## config.mk

```make
export PLATFORM = sky130hd
export DESIGN_NAME = selective_repeat_receive_window
export DESIGN_NICKNAME = d
export VERILOG_FILES = /design/src/sv/srrw_pkg.sv /design/src/sv/srrw_ctrl.sv /design/src/sv/srrw_datapath.sv /design/src/sv/selective_repeat_receive_window.sv
export SDC_FILE = /design/constraint.sdc
export NUM_CORES = 1
export LEC_CHECK = 0
export BUFFER_PORTS_ARGS = -buffer_cell sky130_fd_sc_hd__buf_2
export CAP_MARGIN = 20
export CORE_MARGIN = 10
export CORE_UTILIZATION = 52
export DETAILED_ROUTE_END_ITERATION = 7
export GPL_TIMING_DRIVEN = 0
export PLACE_DENSITY = 0.75
export SYNTH_ARGS = -nofsm -noshare
export SYNTH_HDL_FRONTEND = slang
export SYNTH_SLANG_ARGS = --single-unit
```

## constraint.sdc

```tcl
create_clock -name clock -period 4.9 [get_ports clock]
set_clock_uncertainty 0.05 [all_clocks]
set_input_delay 0 -clock clock [delete_from_list [all_inputs] [get_ports clock]]
set_output_delay 0 -clock clock [all_outputs]
set_load 0.005 [all_outputs]
```

## src/sv/srrw_pkg.sv

```systemverilog
// ----------------------------------------------------------------------------
// Selective-repeat receive window package
// Shared constants and the command and status types between the controller
// and the datapath.
// ----------------------------------------------------------------------------
package srrw_pkg;

   localparam int unsigned SEQ_BITS = 3;

   typedef struct packed {
      logic capture;
      logic classify;
      logic load_ack;
      logic load_deliver;
   } srrw_cmd_type;

   typedef struct packed {
      logic has_ack;
      logic deliver_start;
      logic out_free;
      logic next_filled;
   } srrw_status_type;

endpackage

```

## src/sv/srrw_ctrl.sv

```systemverilog
// ----------------------------------------------------------------------------
// Selective-repeat receive window controller
// Sequences capture, classification, the acknowledgement and the in-order
// deliveries of one packet, one result per cycle while the output is not stalled.
// ----------------------------------------------------------------------------
module srrw_ctrl (
   input  logic                     clock,
   input  logic                     reset,
   input  logic                     req_tvalid,
   output logic                     req_tready,
   input  srrw_pkg::srrw_status_type status,
   output srrw_pkg::srrw_cmd_type    cmd
);
   import srrw_pkg::*;

   typedef enum logic [3:0] {
      ST_IDLE     = 4'b0001,
      ST_CLASSIFY = 4'b0010,
      ST_ACK      = 4'b0100,
      ST_DELIVER  = 4'b1000
   } state_type;

   state_type state_ff;
   state_type state_in;

   assign req_tready = (state_ff == ST_IDLE);

   always_comb begin
      state_in = state_ff;
      cmd      = '0;
      unique case (state_ff)
         ST_IDLE: begin
            if (req_tvalid) begin
               cmd.capture = 1'b1;
               state_in    = ST_CLASSIFY;
            end
         end
         ST_CLASSIFY: begin
            cmd.classify = 1'b1;
            state_in     = status.has_ack ? ST_ACK : ST_IDLE;
         end
         ST_ACK: begin
            if (status.out_free) begin
               cmd.load_ack = 1'b1;
               state_in     = status.deliver_start ? ST_DELIVER : ST_IDLE;
            end
         end
         ST_DELIVER: begin
            if (status.out_free) begin
               cmd.load_deliver = 1'b1;
               if (!status.next_filled) begin
                  state_in = ST_IDLE;
               end
            end
         end
         default: begin
            state_in = ST_IDLE;
         end
      endcase
   end

   always_ff @(posedge clock) begin
      if (reset) begin
         state_ff <= ST_IDLE;
      end else begin
         state_ff <= state_in;
      end
   end

endmodule

```

## src/sv/srrw_datapath.sv

```systemverilog
// ----------------------------------------------------------------------------
// Selective-repeat receive window datapath
// Holds the window base, the slot buffer with its filled bits, the captured
// packet and the output register.
// ----------------------------------------------------------------------------
module srrw_datapath #(
   parameter int unsigned WINDOW       = 4,
   parameter int unsigned SEQ_SPACE    = 8,
   parameter int unsigned PAYLOAD_BITS = 64,
   parameter int unsigned IN_DW        = 72,
   parameter int unsigned OUT_DW       = 72
) (
   input  logic                      clock,
   input  logic                      reset,
   input  logic [IN_DW-1:0]          req_tdata,
   input  logic                      req_tuser,
   output logic                      rsp_tvalid,
   input  logic                      rsp_tready,
   output logic [OUT_DW-1:0]         rsp_tdata,
   output logic                      rsp_tuser,
   output logic                      rsp_tlast,
   input  srrw_pkg::srrw_cmd_type    cmd,
   output srrw_pkg::srrw_status_type status
);
   import srrw_pkg::*;

   localparam int unsigned BASE_W = $clog2(SEQ_SPACE);
   localparam int unsigned SLOT_W = (WINDOW > 1) ? $clog2(WINDOW) : 1;
   localparam int unsigned RED_W  = ((BASE_W > SEQ_BITS) ? BASE_W : SEQ_BITS) + 1;
   localparam int unsigned DW     = BASE_W + 1;
   localparam int unsigned IW     = ((BASE_W > SLOT_W) ? BASE_W : SLOT_W) + 1;
   localparam int unsigned HW     = SLOT_W + 1;
   localparam int unsigned RED_STEPS = (1 << SEQ_BITS) / 2;

   logic [SEQ_BITS-1:0]     seq_ff;
   logic [PAYLOAD_BITS-1:0] payload_ff;
   logic                    ok_ff;
   logic [BASE_W-1:0]       base_ff;
   logic [BASE_W-1:0]       base_in;
   logic [SLOT_W-1:0]       head_ff;
   logic [SLOT_W-1:0]       head_in;
   logic [WINDOW-1:0]       filled_ff;
   logic [WINDOW-1:0]       filled_in;
   logic [PAYLOAD_BITS-1:0] slot_ff [WINDOW];

   logic                    rsp_valid_ff;
   logic                    rsp_valid_in;
   logic                    rsp_kind_ff;
   logic [SEQ_BITS-1:0]     rsp_ack_ff;
   logic [PAYLOAD_BITS-1:0] rsp_payload_ff;
   logic                    rsp_last_ff;

   logic [RED_W-1:0]        red_tmp;
   logic [BASE_W-1:0]       seq_red;
   logic [DW-1:0]           dsum;
   logic [BASE_W-1:0]       seq_offset;
   logic                    in_cur;
   logic                    in_prev;
   logic [IW-1:0]           isum;
   logic [SLOT_W-1:0]       slot_idx;
   logic [HW-1:0]           hsum;
   logic [SLOT_W-1:0]       head_next;
   logic [DW-1:0]           bsum;
   logic                    write_en;

   always_comb begin
      red_tmp = RED_W'(seq_ff);
      for (int k = 0; k < RED_STEPS; k++) begin
         if (red_tmp >= RED_W'(SEQ_SPACE)) begin
            red_tmp = red_tmp - RED_W'(SEQ_SPACE);
         end
      end
      seq_red = BASE_W'(red_tmp);
   end

   always_comb begin
      dsum = DW'(seq_red) + DW'(SEQ_SPACE) - DW'(base_ff);
      if (dsum >= DW'(SEQ_SPACE)) begin
         dsum = dsum - DW'(SEQ_SPACE);
      end
      seq_offset = BASE_W'(dsum);
      in_cur     = 32'(seq_offset) < WINDOW;
      in_prev    = !in_cur && ((32'(seq_offset) + WINDOW) >= SEQ_SPACE);

      isum = IW'(head_ff) + IW'(seq_offset);
      if (isum >= IW'(WINDOW)) begin
         isum = isum - IW'(WINDOW);
      end
      slot_idx = SLOT_W'(isum);

      hsum = HW'(head_ff) + HW'(1);
      if (hsum >= HW'(WINDOW)) begin
         hsum = '0;
      end
      head_next = SLOT_W'(hsum);

      bsum = DW'(base_ff) + DW'(1);
      if (bsum >= DW'(SEQ_SPACE)) begin
         bsum = '0;
      end
   end

   assign write_en = cmd.classify && ok_ff && in_cur && !filled_ff[slot_idx];

   assign status.has_ack       = ok_ff && (in_cur || in_prev);
   assign status.deliver_start = ok_ff && in_cur && (seq_offset == '0);
   assign status.out_free      = !rsp_valid_ff || rsp_tready;
   assign status.next_filled   = filled_ff[head_next] && (head_next != head_ff);

   always_comb begin
      filled_in = filled_ff;
      base_in   = base_ff;
      head_in   = head_ff;
      if (write_en) begin
         filled_in[slot_idx] = 1'b1;
      end
      if (cmd.load_deliver) begin
         filled_in[head_ff] = 1'b0;
         head_in            = head_next;
         base_in            = BASE_W'(bsum);
      end
      rsp_valid_in = rsp_valid_ff;
      if (cmd.load_ack || cmd.load_deliver) begin
         rsp_valid_in = 1'b1;
      end else if (rsp_tready) begin
         rsp_valid_in = 1'b0;
      end
   end

   always_ff @(posedge clock) begin
      if (reset) begin
         base_ff      <= '0;
         head_ff      <= '0;
         filled_ff    <= '0;
         rsp_valid_ff <= 1'b0;
      end else begin
         base_ff      <= base_in;
         head_ff      <= head_in;
         filled_ff    <= filled_in;
         rsp_valid_ff <= rsp_valid_in;
      end
   end

   always_ff @(posedge clock) begin
      if (cmd.capture) begin
         ok_ff      <= req_tuser;
         seq_ff     <= req_tdata[SEQ_BITS-1:0];
         payload_ff <= req_tdata[SEQ_BITS +: PAYLOAD_BITS];
      end
      if (write_en) begin
         slot_ff[slot_idx] <= payload_ff;
      end
      if (cmd.load_ack) begin
         rsp_kind_ff    <= 1'b0;
         rsp_ack_ff     <= SEQ_BITS'(seq_red);
         rsp_payload_ff <= '0;
         rsp_last_ff    <= !status.deliver_start;
      end else if (cmd.load_deliver) begin
         rsp_kind_ff    <= 1'b1;
         rsp_ack_ff     <= '0;
         rsp_payload_ff <= slot_ff[head_ff];
         rsp_last_ff    <= !status.next_filled;
      end
   end

   assign rsp_tvalid = rsp_valid_ff;
   assign rsp_tdata  = OUT_DW'({rsp_payload_ff, rsp_ack_ff});
   assign rsp_tuser  = rsp_kind_ff;
   assign rsp_tlast  = rsp_last_ff;

endmodule

```

## src/sv/selective_repeat_receive_window.sv

```systemverilog
// ----------------------------------------------------------------------------
// Selective-repeat receive window
// Receiver side of selective-repeat ARQ: acknowledges, buffers and delivers
// data packets in sequence order.
// ----------------------------------------------------------------------------
// A packet is classified in the cycle after it is taken. A packet with a bad
// checksum, or one outside both the current and the previous window, ends
// there and produces no transaction. Otherwise the acknowledgement follows,
// and when the packet carries the window base the buffered payloads are
// delivered in order behind it, one transaction per cycle while the output
// is not stalled, through a single output register. The input is ready again
// as soon as the last result is loaded into the output register, even if it
// is not yet taken. After reset the block is ready at once.
module selective_repeat_receive_window #(
   parameter int unsigned WINDOW       = 4,
   parameter int unsigned SEQ_SPACE    = 8,
   parameter int unsigned PAYLOAD_BITS = 64
) (
   input  logic                                          clock,
   input  logic                                          reset,
   input  logic                                          req_tvalid,
   output logic                                          req_tready,
   // Fields from bit 0: seq_number, payload, zero fill.
   input  logic [((srrw_pkg::SEQ_BITS+PAYLOAD_BITS+7)/8)*8-1:0] req_tdata,
   // Fields: checksum_ok.
   input  logic                                          req_tuser,
   output logic                                          rsp_tvalid,
   input  logic                                          rsp_tready,
   // Fields from bit 0: ack_number, delivered_payload, zero fill.
   output logic [((srrw_pkg::SEQ_BITS+PAYLOAD_BITS+7)/8)*8-1:0] rsp_tdata,
   // Fields: kind.
   output logic                                          rsp_tuser,
   output logic                                          rsp_tlast
);
   import srrw_pkg::*;

   localparam int unsigned DATA_W = ((SEQ_BITS + PAYLOAD_BITS + 7) / 8) * 8;

   srrw_cmd_type    cmd;
   srrw_status_type status;

   srrw_ctrl u_ctrl (
      .clock      (clock),
      .reset      (reset),
      .req_tvalid (req_tvalid),
      .req_tready (req_tready),
      .status     (status),
      .cmd        (cmd)
   );

   srrw_datapath #(
      .WINDOW       (WINDOW),
      .SEQ_SPACE    (SEQ_SPACE),
      .PAYLOAD_BITS (PAYLOAD_BITS),
      .IN_DW        (DATA_W),
      .OUT_DW       (DATA_W)
   ) u_datapath (
      .clock      (clock),
      .reset      (reset),
      .req_tdata  (req_tdata),
      .req_tuser  (req_tuser),
      .rsp_tvalid (rsp_tvalid),
      .rsp_tready (rsp_tready),
      .rsp_tdata  (rsp_tdata),
      .rsp_tuser  (rsp_tuser),
      .rsp_tlast  (rsp_tlast),
      .cmd        (cmd),
      .status     (status)
   );

endmodule

```

==> results of run 1 <==
synthesized netlist by cell type (all sizes together), types with 3 or more instances:
cell | number | area share
o21ai | 5 | 0.0017
dfxtp | 79 | 0.11
nor2 | 14 | 0.0038
nand2 | 140 | 0.036
xnor2 | 5 | 0.0030
mux4 | 64 | 0.099
buf | 29 | 0.015
edfxtp | 328 | 0.68
ha | 7 | 0.0060
a221oi | 4 | 0.0024
nor4b | 4 | 0.0028
nor2b | 3 | 0.0013
inv | 9 | 0.0023
clkbuf | 14 | 0.0036
a21oi | 70 | 0.024
flip-flops by register name, indices dropped and copies added (netlist names), 2 cells and up:
name                       count
u_datapath.rsp_payload_ff     64
u_datapath.head_ff             2
u_datapath.base_ff             3
u_datapath.rsp_ack_ff          3
u_datapath.seq_ff              3
u_datapath.slot_ff           256
u_datapath.filled_ff           4
u_datapath.payload_ff         64
u_ctrl.state_ff                4
logic make-up after synthesis:
logic type               synth area share
flip-flops                          0.785
AND/OR/NAND/NOR                    0.0521
AO/OA/AOI/OAI                      0.0323
multiplexers                       0.0996
buffers and inverters              0.0205
adder cells (fa/ha/maj)           0.00739
XOR/XNOR                          0.00301
other                            0.000257
final cells by class:
class / count / share of cell area
plain buffers: 43 / 0.0146
clock buffers: 55 / 0.0630
clock inverters: 21 / 0.0124
inverters: 9 / 0.00186
multi-input cells: 345 / 0.159
flip-flops and latches: 407 / 0.631
well taps: 378 / 0.0261
repair buffers: 224 / 0.0921
worst max-delay path: cells and delay by family (launching register included):
family        cells  cell delay (ns)
buf+inv           3             0.54
flops             1             0.42
xor+xnor          2             0.46
fa+ha+maj         2             0.69
simple gates      2             0.95
power by group through the flow:
stage	clock network (mW)	registers, mW	logic, mW
2_1_floorplan	0	3.99	0.0607
3_3_place_gp	0	4.01	0.121
3_5_place_dp	0	4.01	0.138
4_1_cts	3.16	3.94	0.182
5_1_grt	3.31	3.95	0.199
6_report	3.09	3.94	0.182
worst paths after layout:
check | cells past startpoint | to | startpoint
min reg2reg | 2 | u_datapath.rsp_payload_ff[20] | u_datapath.rsp_payload_ff[20]
min | 2 | u_datapath.payload_ff[57] | req_tdata[60]
max reg2reg | 9 | u_datapath.slot_ff[0][63] | u_datapath.base_ff[0]
max | 9 | u_datapath.slot_ff[0][63] | u_datapath.base_ff[0]
metal layers:
layer / up-vias / GRT usage
met3: 48 / 0.0431
met5: - / 0
met1: 3867 / 0.211
met2: 217 / 0.290
met4: 0 / 0.0502
li1: 3600 / -
through the flow:
stage	setup TNS, ns	instances	utilization	cell area (sq um)
4_1_cts	0	1482	0.654	18100
6_report	0	1482	0.654	18100
2_1_floorplan	0	804	-	14600
5_1_grt	0	1482	0.654	18100
3_3_place_gp	-326.86	1324	0.569	15800
3_5_place_dp	0	1334	0.579	16000
==> flow_summary.json, run 1 <==
{
  "layout_setup_ws_ns": 1.45,
  "drc": 0,
  "wl_met1_microns": 12400,
  "cap_violations": 0,
  "worst_pin_slew_ns": 0.815,
  "dp_slack_ns": 1.49,
  "diodes": 0,
  "firstDrtPassIters": 4,
  "grt_max_degree": 42,
  "routed_via_density": 5.22,
  "synthArstFlopShare": 0,
  "synth_warnings": 0,
  "critPathMaxFanout": 23,
  "wl_microns": 29700,
  "total_leakage_power_nw": 6.30,
  "core-area_sq_mm": 0.0277,
  "gp_congestion": 0.768,
  "fin_crit_ns": 3.45,
  "nFillCells": 1913,
  "rows": 61,
  "dr_wl_met3_microns": 1810,
  "crit_slowest_cell": "nor2_4",
  "relSlewSlack": 0.455,
  "comb_power_share": 0.025,
  "p_total_mw": 7.21,
  "r2r_setup_slack_ns": 1.45,
  "cpPeakStageDelay_ns": 0.70,
  "die_height_microns": 187,
  "syn-cell-area_sq_mm": 0.0146,
  "whs_ns": 0.123,
  "antenna_found_initial": 0,
  "area_growth_pct": 24.4,
  "wl_met2_microns": 14800,
  "drt_iter0_drc": 516,
  "grt_pass1_vias": 8399,
  "io_buffers": 142,
  "hold_path_class": "input port to register",
  "clock-root-buffer": "clkbuf_16",
  "top_layer": "met4",
  "ant_nets": 0,
  "clkSlewWorstSetupHoldPaths_ns": 0.06,
  "layout_common_cells": "edfxtp_1 (328), buf_2 (153), nand2_1 (140), dfxtp_1 (79), dlygate4sd3_1 (72)",
  "rsz0062_at_grt": "false",
  "finalCritPeriodShare": 0.703,
  "ys_seq_area_frac": 0.785,
  "final_common_cell": "edfxtp_1",
  "ir_drop_v": 0.000344,
  "cts_hold_buf": 72,
  "synth.avg_cell_area_sq_um": 18.2,
  "track_usage": 0.170,
  "synth_cells": 800,
  "worst_ep_required_time_ns": 5.07,
  "switching_share": 0.194,
  "ys_seq_elements": 407,
  "overflow": 0,
  "hpwl_microns": 18500,
  "power.switching_mw": 1.40,
  "clockBufferDepth": 3,
  "power.share.sequential": 0.546,
  "clk_latency_ns": 0.53,
  "worst_ep_arrival_time_ns": 3.61,
  "clkSinkCount": 407,
  "cp-end-kind": "register",
  "powerDensity_mw_per_mm2": 398,
  "dieArea_sq_mm": 0.0351,
  "status": "complete, no violations",
  "setup_violations": 0,
  "cp_cell_sequence": "ha_1, inv_1, fa_1, xnor2_1, xnor2_1, nand4b_1, nor2_4, buf_12, buf_12",
  "p_int_mw": 5.81,
  "die_x_microns": 187,
  "ys.flop_type": "edfxtp_1",
  "cts_buffers": 41,
  "seq_area_sq_mm": 0.0114,
  "fmax_ghz": 0.290,
  "finalMaxSlewViolations": 0,
  "post_drt_wl_per_cell_microns": 20.1,
  "post_cts.repair.setup_buffers": 0,
  "start_util": 0.526,
  "critPathKind": "register to register",
  "cts_tree": "built",
  "yosysUniqueCellTypes": 41,
  "startpoint_type": "register",
  "finalHoldViolCount": 0,
  "multi_input_area_sq_mm": 0.00288,
  "ctsResizeCount": 0,
  "grt_pass1_wl_microns": 47000,
  "htree_levels": 2,
  "synth_edf_count": 328,
  "vias": 7732,
  "layout.nets": 1156,
  "drive_gt1_frac": 0.287,
  "ios": 153,
  "pwr-share-clk": 0.429
}
(Power assumes the default switching activity.)
==> run 2, diff against run 1 <==
--- a/config.mk
+++ b/config.mk
@@ -5,13 +5,14 @@
 export SDC_FILE = /design/constraint.sdc
 export NUM_CORES = 1
 export LEC_CHECK = 0
+export ABC_AREA = 1
 export BUFFER_PORTS_ARGS = -buffer_cell sky130_fd_sc_hd__buf_2
 export CAP_MARGIN = 20
 export CORE_MARGIN = 10
-export CORE_UTILIZATION = 52
+export CORE_UTILIZATION = 58
 export DETAILED_ROUTE_END_ITERATION = 7
 export GPL_TIMING_DRIVEN = 0
-export PLACE_DENSITY = 0.75
+export PLACE_DENSITY = 0.79
 export SYNTH_ARGS = -nofsm -noshare
 export SYNTH_HDL_FRONTEND = slang
 export SYNTH_SLANG_ARGS = --single-unit
==> constraint.sdc (replaced) <==
create_clock -name clock -period 3.5 [get_ports clock]
set_clock_uncertainty 0.05 [all_clocks]
set_input_delay 0 -clock clock [delete_from_list [all_inputs] [get_ports clock]]
set_output_delay 0 -clock clock [all_outputs]
set_load 0.005 [all_outputs]
==> flow_summary.json, run 2 <==
{
  "synth_edf_count": 328,
  "grt_pass1_wl_microns": 53600,
  "hpwl_microns": 20300,
  "clkSinkCount": 407,
  "grt_max_degree": 63,
  "drive_gt1_frac": 0.190,
  "synth_most_common_cell": "edfxtp_1",
  "ys_seq_elements": 407,
  "startpoint_type": "register",
  "top_register": "u_datapath.slot_ff",
  "area_growth_pct": 22.5,
  "worst_ep_arrival_time_ns": 3.23,
  "cp-end-kind": "register",
  "p_total_mw": 10.1,
  "synth_commonest_cells": "edfxtp_1 (328), nor2_1 (269), o21ai_0 (178)",
  "rsz0062_at_grt": "false",
  "synthArstFlopShare": 0,
  "critPathMaxFanout": 36,
  "firstDrtPassIters": 5,
  "die_x_microns": 180,
  "antenna_found_initial": 0,
  "layout.nets": 1492,
  "synth.area.top_cells": "edfxtp_1 (66%), dfxtp_1 (11%), nor2_1 (6.8%)",
  "ys.flop_type": "edfxtp_1",
  "synth_top_area_frac": 0.663,
  "total_leakage_power_nw": 6.84,
  "cts_buffers": 40,
  "clock-root-buffer": "clkbuf_16",
  "drt_iter0_drc": 974,
  "overflow": 0,
  "yosysUniqueCellTypes": 28,
  "biggestRegsByFlops": "u_datapath.slot_ff (256), u_datapath.payload_ff (64), u_datapath.rsp_payload_ff (64)",
  "finalHoldViolCount": 0,
  "ys_seq_area_frac": 0.770,
  "rows": 58,
  "clk_latency_ns": 0.52,
  "relSlewSlack": 0.605,
  "cts_tree": "built",
  "clkSlewWorstSetupHoldPaths_ns": 0.06,
  "cap_violations": 0,
  "synth_warnings": 0,
  "wl_microns": 34600,
  "post_drt_wl_per_cell_microns": 19.5,
  "track_usage": 0.206,
  "drc": 0,
  "syn-cell-area_sq_mm": 0.0148,
  "synth_cells": 1141,
  "start_util": 0.590,
  "critPathKind": "register to register",
  "routed_via_density": 5.53,
  "clockBufferDepth": 3,
  "ios": 153,
  "fin_crit_ns": 3.08,
  "synth_largest_area_cell": "edfxtp_1",
  "powerDensity_mw_per_mm2": 554,
  "die_height_microns": 180,
  "gp_congestion": 0.846,
  "dieArea_sq_mm": 0.0324,
  "ant_nets": 0,
  "finalCritPeriodShare": 0.879,
  "grt_pass1_vias": 9892,
  "core-area_sq_mm": 0.0252,
  "worst_pin_slew_ns": 0.592,
  "vias": 9790,
  "synth.avg_cell_area_sq_um": 13.0,
  "diodes": 0,
  "ir_drop_v": 0.000444,
  "io_buffers": 142,
  "worst_ep_required_time_ns": 3.65,
  "layout_common_cells": "edfxtp_1 (328), nor2_1 (268), buf_2 (179), o21ai_0 (178), dfxtp_1 (79)",
  "setup_violations": 0,
  "utilization": 0.722,
  "htree_levels": 2,
  "largest_reg_flops": 256,
  "hold_path_class": "input port to register",
  "fmax_ghz": 0.325,
  "finalMaxSlewViolations": 0,
  "final_common_cell": "edfxtp_1",
  "status": "complete, no violations"
}
-- run 2: routing by layer --
metal,GRT usage,share of wire,vias up
met4,0.0748,0.026,0
met1,0.253,0.39,4672
met2,0.358,0.50,442
li1,-,-,4601
met5,0,0,-
met3,0.0376,0.083,75
-- run 2: final timing paths --
kind	slack (ns)	cells past startpoint	start	end
max reg2reg	0.42	12	u_datapath.base_ff[0]	u_datapath.slot_ff[0][4]
min reg2reg	0.43	2	u_datapath.filled_ff[0]	u_datapath.filled_ff[0]
max	0.42	12	u_datapath.base_ff[0]	u_datapath.slot_ff[0][4]
min	0.13	2	req_tdata[48]	u_datapath.payload_ff[45]
-- run 2: per-stage QoR --
stage | TNS [ns] | setup WS, ns | hold WS, ns | area (sq um) | std cells
4_1_cts | 0 | 0.417 | 0.110 | 18200 | 1769
2_1_floorplan | 0 | 0.0833 | 0.0191 | 14900 | 1145
3_5_place_dp | 0 | 0.421 | 0.128 | 16100 | 1623
6_report | 0 | 0.423 | 0.127 | 18200 | 1769
5_1_grt | 0 | 0.205 | 0.123 | 18200 | 1769
3_3_place_gp | -303.84 | -1.06 | 0.127 | 16000 | 1617
-- run 2: worst max-delay path, cell delays in order, from the launching register on --
cell and delay [ns]:
dfxtp_1 0.41, ha_1 0.17, inv_1 0.05, fa_1 0.61, inv_1 0.06, nand2_1 0.11, nand3_1 0.11, nand3_1 0.10
nand2_1 0.07, nor2_2 0.15, nand2_1 0.13, inv_4 0.38, buf_12 0.31
-- run 2: area by class of cell --
| type | instances | area, sq um |
|---|---|---|
| clock inverters | 24 | 238 |
| flip-flops and latches | 407 | 11400 |
| plain buffers | 69 | 355 |
| clock buffers | 50 | 1090 |
| fillers | 1578 | 6990 |
| inverters | 42 | 168 |
| well taps | 330 | 413 |
| multi-input cells | 627 | 2930 |
| repair buffers | 220 | 1570 |
-- run 2: timing repair --
item / 4_1_cts / 5_1_grt
gates resized for setup: 0 / 0
hold endpoints to repair: 89 / 0
setup buffers: 0 / 0
hold buffers: 72 / 0
-- run 2: logic make-up (layout without fill, tap and decap cells) --
| group | Yosys count | count (layout) | synth area share |
|---|---|---|---|
| AND/OR/NAND/NOR | 337 | 337 | 0.0889 |
| buffers and inverters | 111 | 405 | 0.0346 |
| AO/OA/AOI/OAI | 277 | 277 | 0.0991 |
| other | 1 | 5 | 0.000253 |
| adder cells (fa/ha/maj) | 8 | 8 | 0.00725 |
| flip-flops | 407 | 407 | 0.770 |
-- run 2: power breakdown --
part | total [mW] | internal (mW) | switching [mW]
combinational | 0.316 | 0.162 | 0.154
clock | 4.29 | 2.52 | 1.77
sequential | 5.48 | 5.38 | 0.0954
total | 10.1 | 8.06 | 2.02
